$ cat src/smtc_pkg.sv
// Shared types, constants and saturating helpers for the sliding-mode thrust controller.
// Used by the multiplier, the divider and the top level; no dependencies.
package smtc_pkg;

  localparam int DW        = 32;
  localparam int FB        = 16;
  localparam int DTW       = 17;
  localparam int CFG_W     = 31;
  localparam int KI_W      = 17;
  localparam int CFG_IDX_W = 3;

  localparam logic signed [DW-1:0] VMAX   = {1'b0, {(DW-1){1'b1}}};
  localparam logic signed [DW-1:0] VMIN   = {1'b1, {(DW-1){1'b0}}};
  localparam logic        [DW-1:0] MAGLIM = {1'b1, {(DW-1){1'b0}}};
  localparam logic signed [DW-1:0] ONEQ   = DW'(64'd1 << FB);

  // Fixed coefficients, rounded to nearest; T_SMALL is rounded up
  localparam logic signed [DW-1:0] J_A = DW'(((64'd25 << FB) + 64'd50) / 64'd100);
  localparam logic signed [DW-1:0] J_B = DW'(((64'd10638 << FB) + 64'd5000) / 64'd10000);
  localparam logic signed [DW-1:0] J_C = DW'(((64'd17857 << FB) + 64'd5000) / 64'd10000);
  localparam logic signed [DW-1:0] LAMBDA1 = DW'(((64'd1 << FB) + 64'd1) / 64'd2);
  localparam logic signed [DW-1:0] LAMBDA2 = DW'(((64'd1 << FB) + 64'd5) / 64'd10);
  localparam logic signed [DW-1:0] KI_MINOR = DW'(((64'd1 << FB) + 64'd5000) / 64'd10000);
  localparam logic signed [DW-1:0] RESTART_EPS = DW'(((64'd1 << FB) + 64'd500) / 64'd1000);
  localparam logic signed [DW-1:0] T_SMALL = DW'(((64'd1 << FB) + 64'd999999) / 64'd1000000);
  localparam int SURF_RATE = 1000;
  localparam logic signed [DW-1:0] DEN2_LIM =
    DW'((64'(VMAX) - 64'(ONEQ)) / 64'(SURF_RATE));

  // Square root result bits and divider steps
  localparam int SQ_BITS   = (DW - 1 + FB) / 2 + 2;
  localparam int SQ_CW     = $clog2(SQ_BITS);
  localparam int DIV_STEPS = DW + FB;
  localparam int DIV_CW    = $clog2(DIV_STEPS);

  // Register reset values
  localparam logic [CFG_W-1:0] RST_ALPHA_START    = CFG_W'(32768000);
  localparam logic [CFG_W-1:0] RST_ALPHA_FINAL    = CFG_W'(65536);
  localparam logic [CFG_W-1:0] RST_APPROACH_SPEED = CFG_W'(65536);
  localparam logic [CFG_W-1:0] RST_SEGMENT_SCALE  = CFG_W'(65536);
  localparam logic [CFG_W-1:0] RST_THRUST_LIMIT   = CFG_W'(655360);
  localparam logic [CFG_W-1:0] RST_KD_SURGE       = CFG_W'(6553600);
  localparam logic [CFG_W-1:0] RST_KD_SWAY_YAW    = CFG_W'(327680);
  localparam logic [KI_W-1:0]  RST_KI_SURGE       = KI_W'(66);

  typedef enum logic [CFG_IDX_W-1:0] {
    REG_ALPHA_START    = 3'd0,
    REG_ALPHA_FINAL    = 3'd1,
    REG_APPROACH_SPEED = 3'd2,
    REG_SEGMENT_SCALE  = 3'd3,
    REG_THRUST_LIMIT   = 3'd4,
    REG_KD_SURGE       = 3'd5,
    REG_KD_SWAY_YAW    = 3'd6,
    REG_KI_SURGE       = 3'd7
  } cfg_reg_t;

  typedef struct packed {
    logic signed [DW-1:0] pos_x;
    logic signed [DW-1:0] pos_y;
    logic signed [DW-1:0] heading;
    logic signed [DW-1:0] target_x;
    logic signed [DW-1:0] target_y;
    logic signed [DW-1:0] target_heading;
    logic [DTW-1:0]       dt;
  } in_item_t;

  typedef struct packed {
    logic signed [DW-1:0] thrust_0;
    logic signed [DW-1:0] thrust_1;
    logic signed [DW-1:0] thrust_2;
    logic signed [DW-1:0] thrust_3;
  } out_item_t;

  typedef struct packed {
    logic signed [DW-1:0] a;
    logic signed [DW-1:0] b;
  } mul_req_t;

  typedef struct packed {
    logic signed [DW-1:0] res;
    logic [DW-1:0]        mag;
    logic                 ovf;
  } mul_rsp_t;

  typedef struct packed {
    logic          start;
    logic [DW-1:0] n;
    logic [DW-1:0] d;
  } div_req_t;

  typedef struct packed {
    logic                 done;
    logic signed [DW-1:0] q;
  } div_rsp_t;

  function automatic logic signed [DW-1:0] sat_wide(input logic signed [DW+1:0] x);
    logic signed [DW+1:0] hi;
    logic signed [DW+1:0] lo;
    hi = {2'b00, VMAX};
    lo = {2'b11, VMIN};
    if (x > hi) begin
      return VMAX;
    end else if (x < lo) begin
      return VMIN;
    end
    return x[DW-1:0];
  endfunction

  function automatic logic signed [DW-1:0] add_sat(input logic signed [DW-1:0] a,
                                                   input logic signed [DW-1:0] b);
    logic signed [DW+1:0] s;
    s = {{2{a[DW-1]}}, a} + {{2{b[DW-1]}}, b};
    return sat_wide(s);
  endfunction

  function automatic logic signed [DW-1:0] sub_sat(input logic signed [DW-1:0] a,
                                                   input logic signed [DW-1:0] b);
    logic signed [DW+1:0] s;
    s = {{2{a[DW-1]}}, a} - {{2{b[DW-1]}}, b};
    return sat_wide(s);
  endfunction

  function automatic logic [DW-1:0] mag(input logic signed [DW-1:0] a);
    return a[DW-1] ? DW'(-a) : DW'(a);
  endfunction

endpackage

$ cat src/smtc_mul.sv
// Shared fixed-point multiplier: truncated magnitude product, saturated, registered.
// Depends on smtc_pkg.
module smtc_mul (
  input  logic              clk,
  input  smtc_pkg::mul_req_t req,
  output smtc_pkg::mul_rsp_t rsp
);
  import smtc_pkg::*;

  logic [DW-1:0]        ma;
  logic [DW-1:0]        mb;
  logic [2*DW-1:0]      prod;
  logic [2*DW-FB-1:0]   shr;
  logic                 ovf;
  logic [DW-1:0]        m;
  logic signed [DW-1:0] res;

  always_comb begin
    ma   = mag(req.a);
    mb   = mag(req.b);
    prod = {{DW{1'b0}}, ma} * {{DW{1'b0}}, mb};
    shr  = prod[2*DW-1:FB];
    ovf  = shr > (2*DW-FB)'(MAGLIM);
    m    = ovf ? MAGLIM : shr[DW-1:0];
    if (req.a[DW-1] ^ req.b[DW-1]) begin
      res = -$signed(m);
    end else if (m[DW-1]) begin
      res = VMAX;
    end else begin
      res = $signed(m);
    end
  end

  always_ff @(posedge clk) begin
    rsp.res <= res;
    rsp.mag <= m;
    rsp.ovf <= ovf;
  end

endmodule

$ cat config.mk
export PLATFORM = sky130hd
export DESIGN_NAME = smtc_mul
export DESIGN_NICKNAME = d
export VERILOG_FILES = /design/src/smtc_pkg.sv /design/src/smtc_mul.sv
export SDC_FILE = /design/constraint.sdc
export NUM_CORES = 2
export LEC_CHECK = 0
export BUFFER_PORTS_ARGS = -buffer_cell sky130_fd_sc_hd__buf_2
export CAP_MARGIN = 5
export CORE_MARGIN = 2
export CORE_UTILIZATION = 31
export DETAILED_ROUTE_END_ITERATION = 10
export SYNTH_ARGS = -nofsm -noshare
export SYNTH_HDL_FRONTEND = slang
export SYNTH_SLANG_ARGS = --single-unit
$ cat constraint.sdc
create_clock -name clk -period 17.2 [get_ports clk]
set_clock_uncertainty 0.2 [all_clocks]
set_input_delay 1.72 -clock clk [delete_from_list [all_inputs] [get_ports clk]]
set_output_delay 1.72 -clock clk [all_outputs]
set_load 0.01 [all_outputs]
======== Word-level counts from Yosys, hierarchy flattened ========
Cells that the tools add are included.
word-level totals
  output and inout bits ................... 65
  flip-flop bits (word level) ............. 65
  input bits .............................. 65
operators by class
  $mul .................................... 1
  add/sub/neg operators ................... 3
  bitwise operators ....................... 1
  mux-type cells .......................... 5
  order comparisons ....................... 1
operators with widths
  kind                    count
  $mux W32                4
  $neg A32 Y32            3
  $mul A32 B32 Y64        1
  $gt A48 B32 Y1 const B  1
  $mux W31                1
  $xor A1 B1 Y1           1

======== Longest topological paths before layout ========
  depth in word-level cells ............... 7
  depth in mapped cells ................... 50
  depth with buffers taken out ............ 45

======== Worst setup path after synthesis ========
Ideal clock, no wire load.
  path kind ............................... input to register
  start point ............................. input req[32] (netlist bit)
  end point ............................... register rsp[63] (netlist bit)
  path slack .............................. 2.915 ns
  data arrival time ....................... 13.999 ns
  stages on the path ...................... 48
  library setup time ...................... 0.086 ns
  required time ........................... 16.914 ns
  cell sequence ........................... inv_1 -> clkbuf_1 -> ha_1 -> nand2b_1 -> or4_1 -> or3_1 -> or4_1 -> inv_1 -> nand2_1 -> or4_1 -> nand2b_1 -> o21ai_1 -> xnor2_1 -> clkbuf_1 -> nand2_1 -> fa_1 -> inv_1 -> fa_1 -> [12 not listed] -> nand4_1 -> nor4_1 -> a21boi_0 -> nor3_1 -> o21ai_0 -> xor2_1 -> nor3_1 -> a41oi_1 -> nor2_1 -> clkbuf_1 -> nand3_1 -> ha_1 -> clkbuf_1 -> nand3_1 -> nor4_1 -> nand2b_1 -> o41a_1 -> a211oi_1
on the way
  word-level cells in the longest chain between the ends .. 7
ends and longest elaborated chain
  what                                      line                            source
  start, declared                           smtc_mul.sv:5                   input smtc_pkg::mul_req_t req,
  $neg A32 Y32                              smtc_pkg.sv:124                 return a[DW-1] ? DW'(-a) : DW'(a);
  $mux W32 *                                smtc_pkg.sv:124
  $mul A32 B32 Y64 *                        smtc_mul.sv:21                  prod = {{DW{1'b0}}, ma} * {{DW{1'b0}}, mb};
  $gt A48 B32 Y1                            smtc_mul.sv:23                  ovf = shr > (2*DW-FB)'(MAGLIM);
  $mux W32 *                                smtc_mul.sv:24                  m = ovf ? MAGLIM : shr[DW-1:0];
  $neg A32 Y32 or $mux W31 (tied branches)  smtc_mul.sv:26, smtc_mul.sv:27
  $mux W32 *                                smtc_mul.sv:25                  if (req.a[DW-1] ^ req.b[DW-1]) begin
  named net res[30]                         smtc_mul.sv:16                  logic signed [DW-1:0] res;
  end, declared                             smtc_mul.sv:6                   output smtc_pkg::mul_rsp_t rsp
Mark *: on every way through the listed nets, which the timed path passes. The rest lies on a longest branch.

======== Worst setup path after layout ========
  start point ............................. input req[32] (netlist bit)
  end point ............................... register rsp[61] (netlist bit)
The elaborated chain is that of the path after synthesis.

==> results by group <==
Flow run
  – Max cap viols: 0

Drt
  – TritonRoute pass-1 iters: 6
  – Drt via density: 5.20
  – Vias: 31052
  – Mean routed wirelength per cell: 22.2 um
  – Iteration-0 DRC Markers: 2686
  – Post-route antenna net violation count: 0
  – Drt total wl: 132000 um
  – DRC: 0

STA
  – Tmin final: 16100 ps
  – RSZ-0062 raised after global routing: no
  – TNS Setup: 0 ps
  – Fin. Hold Viols: 0
  – Final Max Slew Viols: 0
  – Max-slew headroom: 15.0%
  – Worst slew pin tran: 1270 ps
  – Ratio of final minimum period to clock period: 93.6%
  – Achievable clock frequency: 0.0621 GHz
  – Worst setup margin: 1100 ps
  – Final setup vio count: 0

Clock tree
  – Htree depth: 3
  – Clock Sinks: 65
  – CTS tree: yes
  – Hold buffers post-CTS: 0
  – CTS Buf Count: 9
  – Setup bufs post-CTS: 0
  – Clk buf depth: 2
  – Root buffer cell: clkbuf_16
  – Gates resized, CTS repair: 0
  – Clock-pin slew on the worst setup and hold paths: 50 ps

Cells and area
  – Util after Layout: 34.2%
  – Fin nets: 5641
  – Share of layout cells above drive strength 1: 8.05%
  – Largest register FFs: 65
  – Fill cells: 12319
  – Biggest register: rsp
  – P&R area growth vs syn: 9.42%
  – Most frequent cells in the layout: inv_1, fa_1, nand2_1
  – Design area: 0.0404 mm2
  – Top flop regs: rsp: 65 flops

Setup path
  – Setup CP Type: in2reg
  – Crit-path slowest cell: xor2_1
  – CP arrival: 16130 ps
  – Largest fanout on the critical path: 13
  – CP Launch Type: input port
  – Cell mode on critical path: fa_1
  – Worst path required time: 17230 ps
  – Crit. End Element: flop
  – CP max stage delay: 740 ps

Place
  – Final HPWL DP: 114000 um
  – DP Area: 0.0401 mm2
  – Port bufs: 129
  – Final Wtd Congestion: 0.962
  – Setup slack at placement: 1070 ps

Min path
  – Worst hold start: req[31]
  – Hold WC Path Type: in2reg
  – Hold worst-path end: rsp[34]
  – Hold depth: 6

Synthesis
  – Asr flop ratio synth: 0%
  – Post-synth top flop: dfxtp_1
  – Synth Register Bits: 65
  – EDFF count, synth: 0
  – Syn_nets: 5590
  – YS warnings: 0
  – Synth unique cells: 83
  – Cells after Synth: 4367
  – Synth area leader: fa_1
  – Top cell type's share of synthesized area: 48.5%
  – Seq/Total Area, Yosys: 3.52%
  – Post-Syn Area: 0.0370 mm2
  – Syn avg cell area: 8.46 um2
  – Largest cells by area after synthesis: fa_1, inv_1, ha_1, nand2_1, nor2_1

Floorplan
  – Die height: 349 um
  – Initial core utilization: 31.3%
  – # rows: 126
  – Placeable Area: 0.118 mm2
  – Area of the die: 0.122 mm2
  – Width of the die: 349 um
  – IO Count: 130

Global route
  – Gr usage total: 22.2%
  – Antenna violations before repair: 20
  – Grt total ovfl: 0
  – Vias in the first global route: 32890
  – Largest net degree at the start of global routing: 37
  – First-pass GRT wire length: 205000 um

Status
  – Status: finished clean
through the flow:
stage / instances / hold WS (ps)
floorplan: 4367 / 1820
global placement: 5943 / 1920
detailed placement: 5943 / 1910
CTS: 5959 / 2200
global route: 5960 / 2250
finish: 5966 / 2210
Yosys cell counts (all sizes together) (28+ instances only):
library cell / instances
inv: 895
dfxtp: 65
nor2: 558
o21ai: 100
nand4: 52
nand2: 678
xnor2: 84
nor3: 37
and2: 28
xor2: 75
a21oi: 102
ha: 263
fa: 895
clkbuf: 193
worst max path at each step:
stage                     depth (start not counted)       to    start  slack [ps]
after floorplan                                  48  rsp[63]  req[32]        2920
after global placement                           44  rsp[61]  req[35]        1360
after detailed placement                         48  rsp[61]  req[32]        1070
after CTS                                        46  rsp[61]  req[32]        1360
after global routing                             46  rsp[61]  req[32]         130
final                                            46  rsp[61]  req[32]        1100
worst max-delay path: cells and delay by family:
kind                     cells  cell delay (ps)
AO/OA/AOI/OAI                5             1560
XOR/XNOR                     2             1190
adder cells (fa/ha/maj)     11             5060
buffers and inverters        8              890
AND/OR/NAND/NOR             20             5690
cell families after synthesis:
| family | share of synthesized area (%) |
|---|---|
| and+or+nand+nor | 17.0 |
| adders and majority gates | 57.4 |
| buffers and inverters | 11.3 |
| AOI/OAI and AO/OA | 6.68 |
| xor gates and xnor gates | 3.77 |
| DFF | 3.52 |
| muxes | 0.345 |
layer usage:
metal	up-vias	share of wire, %	global-route usage [%]
met1	15944	42	30.9
met2	1534	44	34.5
li1	13324	-	-
met5	-	0.090	0
met3	230	11	4.99
met4	20	3.2	6.06
cell type report:
type	count	area, um2	area share, %
tap	1536	1920	4.75
clock inverter	6	90.1	0.223
antenna	7	17.5	0.0433
timing repair buffer	248	1540	3.81
sequential	65	1300	3.22
multi-input combinational	3199	32000	79.1
inverter	895	3360	8.31
clock buffer	10	239	0.591
Power is not shown: default switching activity piles up to over one toggle a cycle in this logic, so the estimate is an artifact.
