## config.mk

```make
export PLATFORM = sky130hd
export DESIGN_NAME = smtc_div
export DESIGN_NICKNAME = d
export VERILOG_FILES = /design/src/smtc_pkg.sv /design/src/smtc_div.sv
export SDC_FILE = /design/constraint.sdc
export NUM_CORES = 1
export LEC_CHECK = 0
export BUFFER_PORTS_ARGS = -buffer_cell sky130_fd_sc_hd__buf_2
export CAP_MARGIN = 40
export CORE_ASPECT_RATIO = 0.6
export CORE_MARGIN = 2
export CORE_UTILIZATION = 50
export DETAILED_ROUTE_END_ITERATION = 8
export PLACE_DENSITY_LB_ADDON = 0.05
export SYNTH_ARGS = -nofsm -noshare
export SYNTH_HDL_FRONTEND = slang
export SYNTH_SLANG_ARGS = --single-unit
```

## constraint.sdc

```tcl
create_clock -name clk -period 3.9 [get_ports clk]
set_input_delay 0.195 -clock clk [delete_from_list [all_inputs] [get_ports clk]]
set_output_delay 0.195 -clock clk [all_outputs]
set_load 0.01 [all_outputs]
```

## src/smtc_pkg.sv

```systemverilog
// Shared types, constants and saturating helpers for the sliding-mode thrust controller.
// Used by the multiplier, the divider and the top level; no dependencies.
package smtc_pkg;

  localparam int DW        = 32;
  localparam int FB        = 16;
  localparam int DTW       = 17;
  localparam int CFG_W     = 31;
  localparam int KI_W      = 17;
  localparam int CFG_IDX_W = 3;

  localparam logic signed [DW-1:0] VMAX   = {1'b0, {(DW-1){1'b1}}};
  localparam logic signed [DW-1:0] VMIN   = {1'b1, {(DW-1){1'b0}}};
  localparam logic        [DW-1:0] MAGLIM = {1'b1, {(DW-1){1'b0}}};
  localparam logic signed [DW-1:0] ONEQ   = DW'(64'd1 << FB);

  // Fixed coefficients, rounded to nearest; T_SMALL is rounded up
  localparam logic signed [DW-1:0] J_A = DW'(((64'd25 << FB) + 64'd50) / 64'd100);
  localparam logic signed [DW-1:0] J_B = DW'(((64'd10638 << FB) + 64'd5000) / 64'd10000);
  localparam logic signed [DW-1:0] J_C = DW'(((64'd17857 << FB) + 64'd5000) / 64'd10000);
  localparam logic signed [DW-1:0] LAMBDA1 = DW'(((64'd1 << FB) + 64'd1) / 64'd2);
  localparam logic signed [DW-1:0] LAMBDA2 = DW'(((64'd1 << FB) + 64'd5) / 64'd10);
  localparam logic signed [DW-1:0] KI_MINOR = DW'(((64'd1 << FB) + 64'd5000) / 64'd10000);
  localparam logic signed [DW-1:0] RESTART_EPS = DW'(((64'd1 << FB) + 64'd500) / 64'd1000);
  localparam logic signed [DW-1:0] T_SMALL = DW'(((64'd1 << FB) + 64'd999999) / 64'd1000000);
  localparam int SURF_RATE = 1000;
  localparam logic signed [DW-1:0] DEN2_LIM =
    DW'((64'(VMAX) - 64'(ONEQ)) / 64'(SURF_RATE));

  // Square root result bits and divider steps
  localparam int SQ_BITS   = (DW - 1 + FB) / 2 + 2;
  localparam int SQ_CW     = $clog2(SQ_BITS);
  localparam int DIV_STEPS = DW + FB;
  localparam int DIV_CW    = $clog2(DIV_STEPS);

  // Register reset values
  localparam logic [CFG_W-1:0] RST_ALPHA_START    = CFG_W'(32768000);
  localparam logic [CFG_W-1:0] RST_ALPHA_FINAL    = CFG_W'(65536);
  localparam logic [CFG_W-1:0] RST_APPROACH_SPEED = CFG_W'(65536);
  localparam logic [CFG_W-1:0] RST_SEGMENT_SCALE  = CFG_W'(65536);
  localparam logic [CFG_W-1:0] RST_THRUST_LIMIT   = CFG_W'(655360);
  localparam logic [CFG_W-1:0] RST_KD_SURGE       = CFG_W'(6553600);
  localparam logic [CFG_W-1:0] RST_KD_SWAY_YAW    = CFG_W'(327680);
  localparam logic [KI_W-1:0]  RST_KI_SURGE       = KI_W'(66);

  typedef enum logic [CFG_IDX_W-1:0] {
    REG_ALPHA_START    = 3'd0,
    REG_ALPHA_FINAL    = 3'd1,
    REG_APPROACH_SPEED = 3'd2,
    REG_SEGMENT_SCALE  = 3'd3,
    REG_THRUST_LIMIT   = 3'd4,
    REG_KD_SURGE       = 3'd5,
    REG_KD_SWAY_YAW    = 3'd6,
    REG_KI_SURGE       = 3'd7
  } cfg_reg_t;

  typedef struct packed {
    logic signed [DW-1:0] pos_x;
    logic signed [DW-1:0] pos_y;
    logic signed [DW-1:0] heading;
    logic signed [DW-1:0] target_x;
    logic signed [DW-1:0] target_y;
    logic signed [DW-1:0] target_heading;
    logic [DTW-1:0]       dt;
  } in_item_t;

  typedef struct packed {
    logic signed [DW-1:0] thrust_0;
    logic signed [DW-1:0] thrust_1;
    logic signed [DW-1:0] thrust_2;
    logic signed [DW-1:0] thrust_3;
  } out_item_t;

  typedef struct packed {
    logic signed [DW-1:0] a;
    logic signed [DW-1:0] b;
  } mul_req_t;

  typedef struct packed {
    logic signed [DW-1:0] res;
    logic [DW-1:0]        mag;
    logic                 ovf;
  } mul_rsp_t;

  typedef struct packed {
    logic          start;
    logic [DW-1:0] n;
    logic [DW-1:0] d;
  } div_req_t;

  typedef struct packed {
    logic                 done;
    logic signed [DW-1:0] q;
  } div_rsp_t;

  function automatic logic signed [DW-1:0] sat_wide(input logic signed [DW+1:0] x);
    logic signed [DW+1:0] hi;
    logic signed [DW+1:0] lo;
    hi = {2'b00, VMAX};
    lo = {2'b11, VMIN};
    if (x > hi) begin
      return VMAX;
    end else if (x < lo) begin
      return VMIN;
    end
    return x[DW-1:0];
  endfunction

  function automatic logic signed [DW-1:0] add_sat(input logic signed [DW-1:0] a,
                                                   input logic signed [DW-1:0] b);
    logic signed [DW+1:0] s;
    s = {{2{a[DW-1]}}, a} + {{2{b[DW-1]}}, b};
    return sat_wide(s);
  endfunction

  function automatic logic signed [DW-1:0] sub_sat(input logic signed [DW-1:0] a,
                                                   input logic signed [DW-1:0] b);
    logic signed [DW+1:0] s;
    s = {{2{a[DW-1]}}, a} - {{2{b[DW-1]}}, b};
    return sat_wide(s);
  endfunction

  function automatic logic [DW-1:0] mag(input logic signed [DW-1:0] a);
    return a[DW-1] ? DW'(-a) : DW'(a);
  endfunction

endpackage

```

## src/smtc_div.sv

```systemverilog
// Restoring divider, one quotient bit per cycle: (n << FB) / d, saturated, zero divisor to max.
// Depends on smtc_pkg.
module smtc_div (
  input  logic              clk,
  input  logic              rst,
  input  smtc_pkg::div_req_t req,
  output smtc_pkg::div_rsp_t rsp
);
  import smtc_pkg::*;

  logic                 busy;
  logic                 done;
  logic [DIV_CW-1:0]    cnt;
  logic [DW-1:0]        rem;
  logic [DIV_STEPS-1:0] num;
  logic [DIV_STEPS-1:0] quo;
  logic [DW-1:0]        dreg;
  logic                 dzero;
  logic [DW:0]          trial;
  logic [DW:0]          diff;
  logic                 ge;

  always_comb begin
    trial = {rem, num[DIV_STEPS-1]};
    diff  = trial - {1'b0, dreg};
    ge    = trial >= {1'b0, dreg};
  end

  always_ff @(posedge clk) begin
    if (rst) begin
      busy <= 1'b0;
      done <= 1'b0;
      cnt  <= '0;
    end else begin
      done <= 1'b0;
      if (req.start) begin
        busy <= 1'b1;
        cnt  <= '0;
      end else if (busy) begin
        cnt <= cnt + 1'b1;
        if (cnt == DIV_CW'(DIV_STEPS - 1)) begin
          busy <= 1'b0;
          done <= 1'b1;
        end
      end
    end
  end

  always_ff @(posedge clk) begin
    if (req.start) begin
      rem   <= '0;
      num   <= {req.n, {FB{1'b0}}};
      quo   <= '0;
      dreg  <= req.d;
      dzero <= (req.d == '0);
    end else if (busy) begin
      rem <= ge ? diff[DW-1:0] : trial[DW-1:0];
      num <= {num[DIV_STEPS-2:0], 1'b0};
      quo <= {quo[DIV_STEPS-2:0], ge};
    end
  end

  always_comb begin
    rsp.done = done;
    if (dzero || (quo > {{FB{1'b0}}, VMAX})) begin
      rsp.q = VMAX;
    end else begin
      rsp.q = $signed(quo[DW-1:0]);
    end
  end

endmodule

```

Word-level counts from Yosys, hierarchy flattened:

Index checks and enable logic that the tools add are counted.

* bits in registers: 153
* input bits: 67
* output and inout bits: 33
* word-level logic and storage cells: 27

* add/subtract/negate cells: 2
* magnitude comparators: 2
* eq/ne operators: 1
* mux-type cells: 8
* bitwise gates (word level): 1
* reductions and logical operators: 5

Operators by type and width (count)
* 2-to-1 mux 48 bit: 2
* 2-to-1 mux 32 bit: 2
* greater-than comparator 48 x 31 -> 1 bit, second input constant: 1
* >= comparator 33 x 32 -> 1 bit: 1
* logical NOT 32 bit: 1
* subtractor 32 bit: 1
* adder 6 x 1 -> 6 bit, second input constant: 1
* == test 6 bit, second input constant: 1
* 2-to-1 mux 1 bit: 4
* OR reduction 3 bit: 1
* nonzero test 2 bit: 1
* OR reduction 2 bit: 1
* logical OR 1 bit: 1
* NOT 1 bit: 1

Logic depth before layout (Yosys ltp):

* depth after elaboration: 4
* gate-level depth with buffers: 14
* depth with buffers taken out: 12

Worst setup path after synthesis:

Ideal clock, no wire load.

* kind: reg-to-reg
* start point: reg num[47]
* end point: reg rem[26]
* setup time: 0.086 ns
* data arrival time: 2.901 ns
* data required time: 3.814 ns
* setup slack: 0.913 ns
* cell stages (with the launch flop): 13
* buffers on the path: 0
* clock period less this slack: 2.987 ns
* path through: edfxtp_1 > inv_1 > ha_1 > fa_1 > and2b_2 > o21bai_1 > a2111oi_4 > o311ai_2 > a21oi_2 > nor4_1 > or3b_1 > mux2_2 > a211oi_1

* word-level cells in the longest chain between the ends: 2
* elaborated cells between the ends (all ways): 3
* those cells by class: 1 x add/sub; 1 x order compare; 1 x mux

RTL lines
* from (decl): RTL line smtc_div.sv:15 `logic [DIV_STEPS-1:0] num;`
* from (signal assigned): RTL line smtc_div.sv:52 `num <= {req.n, {FB{1'b0}}};`
* from (signal assigned): RTL line smtc_div.sv:58 `num <= {num[DIV_STEPS-2:0], 1'b0};`
* subtractor 32 bit or >= comparator 33 x 32 -> 1 bit (tied branches): RTL line smtc_div.sv:25, smtc_div.sv:26
* 2-to-1 mux 32 bit (*): RTL line smtc_div.sv:57 `rem <= ge ? diff[DW-1:0] : trial[DW-1:0];`
* to (signal assigned): RTL line smtc_div.sv:57
* to (decl): RTL line smtc_div.sv:14 `logic [DW-1:0] rem;`

Mark *: on every way between the ends. The rest lies on a longest branch, timed or not.
A chain may end at the register's enable or synchronous reset.

Worst setup path after layout:

Same ends and word-level chain as after synthesis.

==> results.md <==
- Status: finished clean
- Post-Syn Area: 7960 um2
- Max-slew violation count: 0
- WP data required: 4.23 ns
- P&R area growth vs syn: 19.60%
- # diodes: 0
- Row count: 35
- Routed wl met2: 7269 um
- Die height: 101.7 um
- Slew HR: 0.4163
- Mean Syn Cell Area: 10.15 um2
- Detailed Place HPWL: 12,390 um
- Number of synthesized flops with an enable pin: 65
- H-tree Lvls: 4
- Fin nets: 1,004
- Critical Path Sink Type: register
- Synth top area share: 0.2452
- Iter 0 DRT Violations: 450
- CTS sink cnt: 153
- Detailed Routing Iterations Pass 1: 5
- Maximum root-to-sink buffer count: 2
- I/O Buffers: 98
- Setup total negative slack: 0 ns
- Critical path arrival: 3.65 ns
- Final setup violation count: 0
- Layout cells sized above 1: 0.2085
- Via density: 5.537
- RSZ-0062 raised after global routing: false
- Slowest cell on crit path: a2111oi_4
- Die area: 16,980 um2
- Tcrit/Tclk final: 0.8524
- HP Class: in2reg
- First-pass GRT wire length: 29,420 um
- Max layer used: met4
- Post-synth top flop: dfxtp_1
- Initial antenna violation count: 0
- Leak: 4.028 nW
- PD cells: 453.6 nW/um2
- Core ar.: 15,460 um2
- Ports: 100
- Crit Path Class: reg2reg
- GP Congestion: 0.9219
- #FFs+latches synth: 153
- CTS tree: built
- Final Cell Area: 9520 um2
- Syn nets: 885
- Final Hold Viols: 0
- Met3 wire length: 1307 um
- Sequential fraction of the synthesis area: 0.4665
- Maximum operating frequency: 300.8 MHz
- CP startpoint kind: register
- Post-synthesis cell type count: 71
- Count leader, synth: nor2_1
- Fillcell total: 1,294
- Largest net degree at the start of global routing: 88
- Cells taking the most area after synthesis: edfxtp_1, dfxtp_1, mux2i_1, ha_1, mux2_2
- Crit-path leading delay family: compound AO/OA/AOI/OAI gates
- GRT overflow: 0
- Top cells by count, synth: nor2_1, dfxtp_1, edfxtp_1
- Max Cap Violations: 0
- Number of post-CTS setup repair buffers: 0
- Crit-path cells: inv_1 > ha_1 > fa_1 > and2b_2 > o21bai_1 > a2111oi_4 > o311ai_2 > a21oi_2 > nor4_1 > or3b_1 > mux2_2 > a211oi_1
- Met1 wire length: 9242 um
- Setup Skew: 0.01138 ns
- Minimum clock period: 3.324 ns
- Die X-Extent: 166.9 um
- Slew @ Worst Pin: 0.8675 ns
- WL final: 18,010 um
- CTS clk-pin slew, worst paths: 0.07 ns
- Largest area contributor in the netlist: edfxtp_1
- Ys async rst share: 0
- Area after DPL: 8577 um2
- Antenna violation net count after detailed routing: 0
- GR Util All Layers: 0.2160
- WP buf/inv: 1
- Synth Instances: 784
- Max IR drop VDD: 0.0002830 V
- Average wire per standard cell: 16.09 um
- Delay of the slowest critical-path stage: 0.41 ns
- Initial core utilization: 0.5149
- Clk_lat worst skew: 0.42 ns
- Root Driver: clkbuf_16
- CTS buffer count: 17
- Vias in the first global route: 5,828
- Crit Path Max Fanout: 4
- Via count: 6,196
- DRC Markers: 0
- Synth warnings: 0
[where the power goes]
part / internal (W) / switching [W]
Clock: 0.000956 / 0.000739
Combinational: 0.000346 / 0.000442
Sequential: 0.00178 / 0.0000576
[cell type report]
| class | count | area [um2] | share of cell area |
|---|---|---|---|
| sequential | 153 | 3717 | 0.3905 |
| multi-input combinational | 549 | 3875 | 0.4070 |
| inverter | 42 | 157.7 | 0.01656 |
| clock inverter | 13 | 137.6 | 0.01446 |
| timing repair buffer | 140 | 903.4 | 0.09489 |
| clock buffer | 19 | 475.5 | 0.04994 |
| tap | 203 | 254.0 | 0.02668 |
[cells by family after synthesis]
family | Yosys count | synth area share
mux | 97 | 0.1272
compound gates | 148 | 0.1251
fa+ha+maj | 34 | 0.05439
flops | 153 | 0.4665
xor+xnor | 24 | 0.02641
other cells | 1 | 0.0004711
buf+inv | 82 | 0.04747
simple gates | 245 | 0.1525
[layer usage]
metal	up-vias	GRT usage
met5	-	0
met4	0	0.05836
met3	19	0.05901
met2	200	0.3077
met1	2917	0.3218
li1	3060	-
[registers in the layout, summed over array words and instances (netlist names)]
name,cells
busy,1
num,32
quo,48
dreg,32
done,1
cnt,6
rem,32
dzero,1
[layout by cell type, fill, tap and decap left out, drive strengths merged, types with 4 or more instances in the layout]
master / synthesis / layout
buf: 13 / 107
nor2: 90 / 90
dfxtp: 88 / 88
edfxtp: 65 / 65
mux2i: 64 / 64
inv: 42 / 51
a21oi: 43 / 43
nand2: 41 / 41
nand2b: 38 / 38
mux2: 33 / 33
ha: 33 / 33
dlygate4sd3: 0 / 33
a211oi: 28 / 28
o21ai: 26 / 26
clkbuf: 27 / 19
xor2: 13 / 13
nor4: 13 / 13
nand3: 12 / 12
xnor2: 11 / 11
nor3: 9 / 9
nand4: 8 / 8
nor2b: 8 / 8
a21o: 8 / 8
a31oi: 7 / 7
o21bai: 6 / 6
o211ai: 5 / 5
and2: 4 / 4
a31o: 4 / 4
or3: 4 / 4
[stage by stage]
| step | hold slack [ns] | instances | setup WS (ns) | total power, W | util |
|---|---|---|---|---|---|
| floorplan | 0.2674 | 784 | 0.9132 | 0.002422 | - |
| global placement | 0.3571 | 1054 | 0.7358 | 0.002601 | 0.5548 |
| detailed placement | 0.3593 | 1054 | 0.6212 | 0.002618 | 0.5548 |
| CTS | 0.06172 | 1119 | 0.5924 | 0.004342 | 0.6159 |
| global route | 0.06609 | 1119 | 0.2677 | 0.004513 | 0.6159 |
| finish | 0.06969 | 1119 | 0.5758 | 0.004318 | 0.6159 |
[timing repair]
| action | in CTS | in global routing |
|---|---|---|
| endpoints found under the hold margin | 33 | 0 |
| resized for setup | 0 | 0 |
| setup endpoints to repair | 0 | 0 |
| hold buffers | 33 | 0 |
[path summary, 6_finish.rpt]
path / startpoint / end / slack (ns) / cells after the start
worst max-delay path: num[47] / rem[26] / 0.58 / 12
worst min-delay path: req[39] / num[23] / 0.07 / 2
worst max register to register: num[47] / rem[26] / 0.58 / 12
worst min register to register: rem[15] / rem[15] / 0.49 / 2
(Power assumes the default switching activity.)
